===== config.mk =====
export PLATFORM = sky130hd
export DESIGN_NAME = trs_divider
export DESIGN_NICKNAME = d
export VERILOG_FILES = /design/src/design/trs_pkg.sv /design/src/design/trs_divider.sv
export SDC_FILE = /design/constraint.sdc
export NUM_CORES = 1
export LEC_CHECK = 0
export ABC_AREA = 1
export BUFFER_PORTS_ARGS = -buffer_cell sky130_fd_sc_hd__buf_4
export CORE_UTILIZATION = 50
export CTS_CLUSTER_DIAMETER = 30
export DETAILED_ROUTE_END_ITERATION = 6
export PLACE_DENSITY_LB_ADDON = 0.12
export SLEW_MARGIN = 20
export SYNTH_ARGS = -nofsm -noshare
export SYNTH_HDL_FRONTEND = slang
export SYNTH_SLANG_ARGS = --single-unit

===== constraint.sdc =====
create_clock -name clk -period 4.88 [get_ports clk]
set_clock_uncertainty 0.05 [all_clocks]
set_input_delay 0.976 -clock clk [delete_from_list [all_inputs] [get_ports clk]]
set_output_delay 0.976 -clock clk [all_outputs]
set_load 0.05 [all_outputs]

===== src/design/trs_pkg.sv =====
package trs_pkg;

	localparam int COORD_W = 9;
	localparam int ROW_W = 10;
	localparam int LIM_W = 13;

	localparam int SCREEN_HEIGHT_DEF = 512;
	localparam int SCREEN_WIDTH_DEF = 512;
	localparam int FRAC_BITS_DEF = 16;

	localparam logic OP_LOAD = 1'b0;
	localparam logic OP_TICK = 1'b1;
	localparam logic [1:0] CORNER_TRIGGER = 2'd2;
	localparam logic [1:0] CORNER_NONE = 2'd3;

	localparam logic [1:0] EDGE_LONG = 2'd0;
	localparam logic [1:0] EDGE_LOW = 2'd1;
	localparam logic [1:0] EDGE_HIGH = 2'd2;

	typedef enum logic [3:0] {
		ST_IDLE,
		ST_SORT,
		ST_AREA1,
		ST_AREA2,
		ST_EDGE,
		ST_DIV,
		ST_WALK,
		ST_READ,
		ST_CHECK
	} state_t;

	typedef struct packed {
		logic [1:0] we;
		logic re;
		logic div_go;
	} ctrl_t;

endpackage


===== src/design/trs_divider.sv =====
module trs_divider #(
	parameter int FRAC_BITS = trs_pkg::FRAC_BITS_DEF
) (
	input logic clk,
	input logic arst_n,
	input logic go,
	input logic [FRAC_BITS+trs_pkg::COORD_W-1:0] dividend,
	input logic [trs_pkg::COORD_W-1:0] divisor,
	output logic done,
	output logic [FRAC_BITS+trs_pkg::COORD_W-1:0] quotient
);
	import trs_pkg::*;

	localparam int DW = FRAC_BITS + COORD_W;
	localparam int CW = $clog2(DW + 1);

	logic run_q;
	logic done_q;
	logic [CW-1:0] cnt_q;
	logic [DW-1:0] q_q;
	logic [COORD_W-1:0] rem_q;
	logic [COORD_W-1:0] div_q;
	logic [COORD_W:0] rem_sh;
	logic [COORD_W:0] rem_sub;
	logic fits;

	always_comb begin
		rem_sh = {rem_q, q_q[DW-1]};
		fits = rem_sh >= {1'b0, div_q};
		rem_sub = rem_sh - {1'b0, div_q};
	end

	always_ff @(posedge clk or negedge arst_n) begin
		if (!arst_n) begin
			run_q <= 1'b0;
			done_q <= 1'b0;
			cnt_q <= '0;
			q_q <= '0;
			rem_q <= '0;
			div_q <= '0;
		end else begin
			done_q <= 1'b0;
			if (go) begin
				run_q <= 1'b1;
				cnt_q <= CW'(DW);
				q_q <= dividend;
				rem_q <= '0;
				div_q <= divisor;
			end else if (run_q) begin
				q_q <= {q_q[DW-2:0], fits};
				rem_q <= fits ? rem_sub[COORD_W-1:0] : rem_sh[COORD_W-1:0];
				cnt_q <= cnt_q - 1'b1;
				if (cnt_q == CW'(1)) begin
					run_q <= 1'b0;
					done_q <= 1'b1;
				end
			end
		end
	end

	assign done = done_q;
	assign quotient = q_q;

endmodule


==> summary.md <==
In this run, placement finished with an instance count of 483. In this run the horizontal extent of the chip is 77.2 µm. Setup violations remaining at the end of the flow were counted as 0. The worst register-to-register path begins at quotient[24]. Dividing the detail-routed via count by the number of cells gives 4.98. The count of pins on the block boundary is 63, and the power density of the placed cells is 380 nW/µm². Clock-pin slew was measured on the worst setup and hold paths at 0.08 ns. Derived from the worst setup path, the maximum achievable clock frequency is 471 MHz. The final critical path takes up 43.5% of the cycle. The tools report the total die area as 5960 µm². The number of placement rows was 27; the buffers inserted during post-CTS setup optimization was 0. In this run the top signal layer used is met4.

The run gives 0 as the initial antenna violation count. The area overhead of the layout relative to synthesis is 20.7%. The die outline height is 77.2 µm. The initial utilization of the core area, before any placement, comes to 51.7%. The cell area after layout is 3410 µm².

Synthesis produced a netlist with a net count of 409. The quantity of gates resized following cts was 0. The endpoint identified for the worst register-to-register timing path is rem_q[8].

DRC marker count from the first detailed-route iteration: 130. For the leakage power figure, the log shows 1.91 nW. The combined global-route utilization of all metal layers was 21.9%.

The run gives 467 as the net count reported at finish. The proportion of layout cells with a drive suffix above 1 is 22.2%. At the later pin of the worst-skew pair, clock insertion delay measures 0.29 ns.

The detailed placement HPWL was 4440 µm; the post-synthesis sequential element count was 50. The first global-routing pass estimated 10400 µm of wire. Once placement finished, the instance area stood at 3320 µm².

The tools report the data arrival at the endpoint of the critical path as 2.28 ns. The routed design uses 2820 µm of met2 wire. The post-synthesis area per instance was 7.85 µm².

The finished layout holds 491 standard cells, fillers aside. Dividing the detail-routed wire length by the instance count gives 12.2 µm. Setup total negative slack on the finished layout was measured at 0 ns. Sorting the synthesized cells by area gives the leading types as sky130_fd_sc_hd__dfrtp_1 44%, sky130_fd_sc_hd__nand2_1 15%, sky130_fd_sc_hd__inv_1 8.4%, sky130_fd_sc_hd__o221ai_1 6.5%, sky130_fd_sc_hd__ha_1 4.9%.

Total via count in the routed design: 2445. The final weighted congestion in routability-driven placement was 0.849; the total inserted antenna cells was 0. The worst hold path begins at cnt_q[4]. The share of the yosys chip area belonging to registers is 44.2%.

Core outline area: 5470 µm². The tools report the largest net degree at the start of global routing as 51. Summed over all nets, wire length on met3 after detailed routing comes to 259 µm.

STA classifies the critical path endpoint as a flop. In the routed design, unresolved DRC markers number 0. Setup repair after global routing left no endpoint under its margin.

The cell sitting at the root of the clock tree is a sky130_fd_sc_hd__clkbuf_8. Kind of critical path: in2reg. For the worst setup path, the data required time is 5.04 ns. The cell family contributing the most delay on the critical path is buffers and inverters.

The actual transition at the worst max-transition pin came out at 0.622 ns. The critical path's slowest cell is sky130_fd_sc_hd__nor2_2. After synthesis, the netlist uses 32 different library cells.

The number of nets with antenna violations after detailed routing is 0. The cell area that synthesis handed to floorplanning was 2830 µm². The clock net in this run drives a total of 50 sinks.

TritonCTS built the clock tree. The clock period minus worst slack came out at 2.12 ns. The largest area contributor in the synthesized netlist was sky130_fd_sc_hd__dfrtp_1. The slack of the worst reg-to-reg path is 2.88 ns, and the H-tree level count is 2. The count of cell instances traversed by the critical path is 4, and the synthesized instance count is 360. Before antenna repair, the detailed router went through 4 iterations.

For this run, the slowest stage of the critical path takes 0.47 ns. The number of cells on the worst reg-to-reg path is 13. For the via count of the first global-routing pass, the log shows 2461. Number of buffer and inverter stages on the critical path: 2. The run finished with clean final reports. For the final number of max-transition violations, the log shows 0. During synthesis, Yosys emitted a total of 0 warnings. The worst max-slew margin expressed relative to the limit came out at 58.5%. The most critical setup path has its startpoint at go. The maximum number of buffers from clock root to sink was 2. The number of port buffers is 62, and the share of Yosys cell area claimed by the top area cell type is 44.2%.

The run gives 0 as the number of hold buffers added after CTS. The path category of the worst min-delay check was reg2reg. The routed length on met1 is 2780 µm. Summed over all layers, the routed wires come to 5980 µm.

The signal on the critical path passes through buf_4, nor2_2, inv_2, o221ai_1. In this run the worst path has a maximum fanout of 46. The final count of hold timing violations was 0. STA classifies the critical path startpoint as an input port. The hold path depth works out to 1. Max-cap violations in this run came to 0. For hold timing, the worst endpoint is cnt_q[4]. The total overflow left after global routing is 0.

The run gives 5 as the TritonCTS buffer count. VDD sags by at most 0.000246 V.
through the flow:
| step | worst slack, ns | utilization (%) | hold slack, ns | power [mW] |
|---|---|---|---|---|
| CTS | 2.76 | 62.4 | 0.449 | 1.31 |
| detailed placement | 2.44 | 60.7 | 0.437 | 1.06 |
| floorplan | 2.75 | - | 0.396 | 0.919 |
| global route | 2.60 | 62.4 | 0.483 | 1.40 |
| finish | 2.76 | 62.4 | 0.452 | 1.30 |
| global placement | 2.47 | 60.7 | 0.434 | 1.06 |
final cells by class:
type | instances | area (µm²)
clock inverter | 1 | 5.00
clock buffer | 7 | 86.3
tap | 72 | 90.1
fill | 470 | 2060
inverter | 70 | 263
multi-input combinational | 229 | 1250
sequential | 50 | 1250
timing repair buffer | 62 | 465
report_power, final:
| part | total (mW) | leakage, nW | internal, mW | switching (mW) |
|---|---|---|---|---|
| combinational | 0.536 | 1.24 | 0.189 | 0.347 |
| clock | 0.244 | 0.0482 | 0.115 | 0.129 |
| sequential | 0.518 | 0.616 | 0.474 | 0.0442 |
| total | 1.30 | 1.91 | 0.777 | 0.520 |
synth_stat cells, drive strengths merged:
library cell,count
o221ai,21
o22ai,1
nor2,17
a21o,1
o211ai,2
o21ai,15
xnor2,1
a22oi,2
nor4,1
buf,6
fa,1
xor2,2
nand3,19
nand4,4
a21oi,5
dfrtp,50
nand3b,1
nand2,125
inv,70
ha,11
clkbuf,5
worst max path at each step:
| stage | endpoint | slack, ns |
|---|---|---|
| 2_1_floorplan | rem_q[8] | 2.75 |
| 3_3_place_gp | quotient[20] | 2.47 |
| 3_5_place_dp | quotient[3] | 2.44 |
| 4_1_cts | quotient[20] | 2.76 |
| 5_1_grt | quotient[9] | 2.60 |
| 6_report | quotient[20] | 2.76 |
routing by layer:
metal / track usage (%) / vias up
li1: - / 1262
met1: 27.3 / 1119
met2: 36.5 / 54
met3: 5.00 / 10
met4: 8.68 / 0
met5: 0 / -
sequential cells by signal, indices dropped and copies added (netlist names):
signal    flops
cnt_q         5
div_q         9
done          1
quotient     25
rem_q         9
run_q         1
layout by cell type, fill, tap and decap left out, types with 11 or more instances in the layout:
| master | synthesis | final |
|---|---|---|
| sky130_fd_sc_hd__dfrtp_1 | 50 | 50 |
| sky130_fd_sc_hd__o221ai_1 | 21 | 21 |
| sky130_fd_sc_hd__nand3_1 | 18 | 18 |
| sky130_fd_sc_hd__nor2_1 | 12 | 12 |
| sky130_fd_sc_hd__buf_4 | 1 | 62 |
| sky130_fd_sc_hd__o21ai_0 | 12 | 12 |
| sky130_fd_sc_hd__inv_1 | 63 | 63 |
| sky130_fd_sc_hd__ha_1 | 11 | 11 |
| sky130_fd_sc_hd__nand2_1 | 116 | 116 |
cells by family after synthesis:
| logic type | count (synthesis) | synth area share [%] |
|---|---|---|
| and+or+nand+nor | 167 | 26.1 |
| AOI/OAI and AO/OA | 47 | 11.7 |
| buffers and inverters | 81 | 11.5 |
| DFF | 50 | 44.2 |
| xor gates and xnor gates | 3 | 0.929 |
| adders and majority gates | 12 | 5.58 |
No activity file was read; power rests on OpenSTA's default activity.
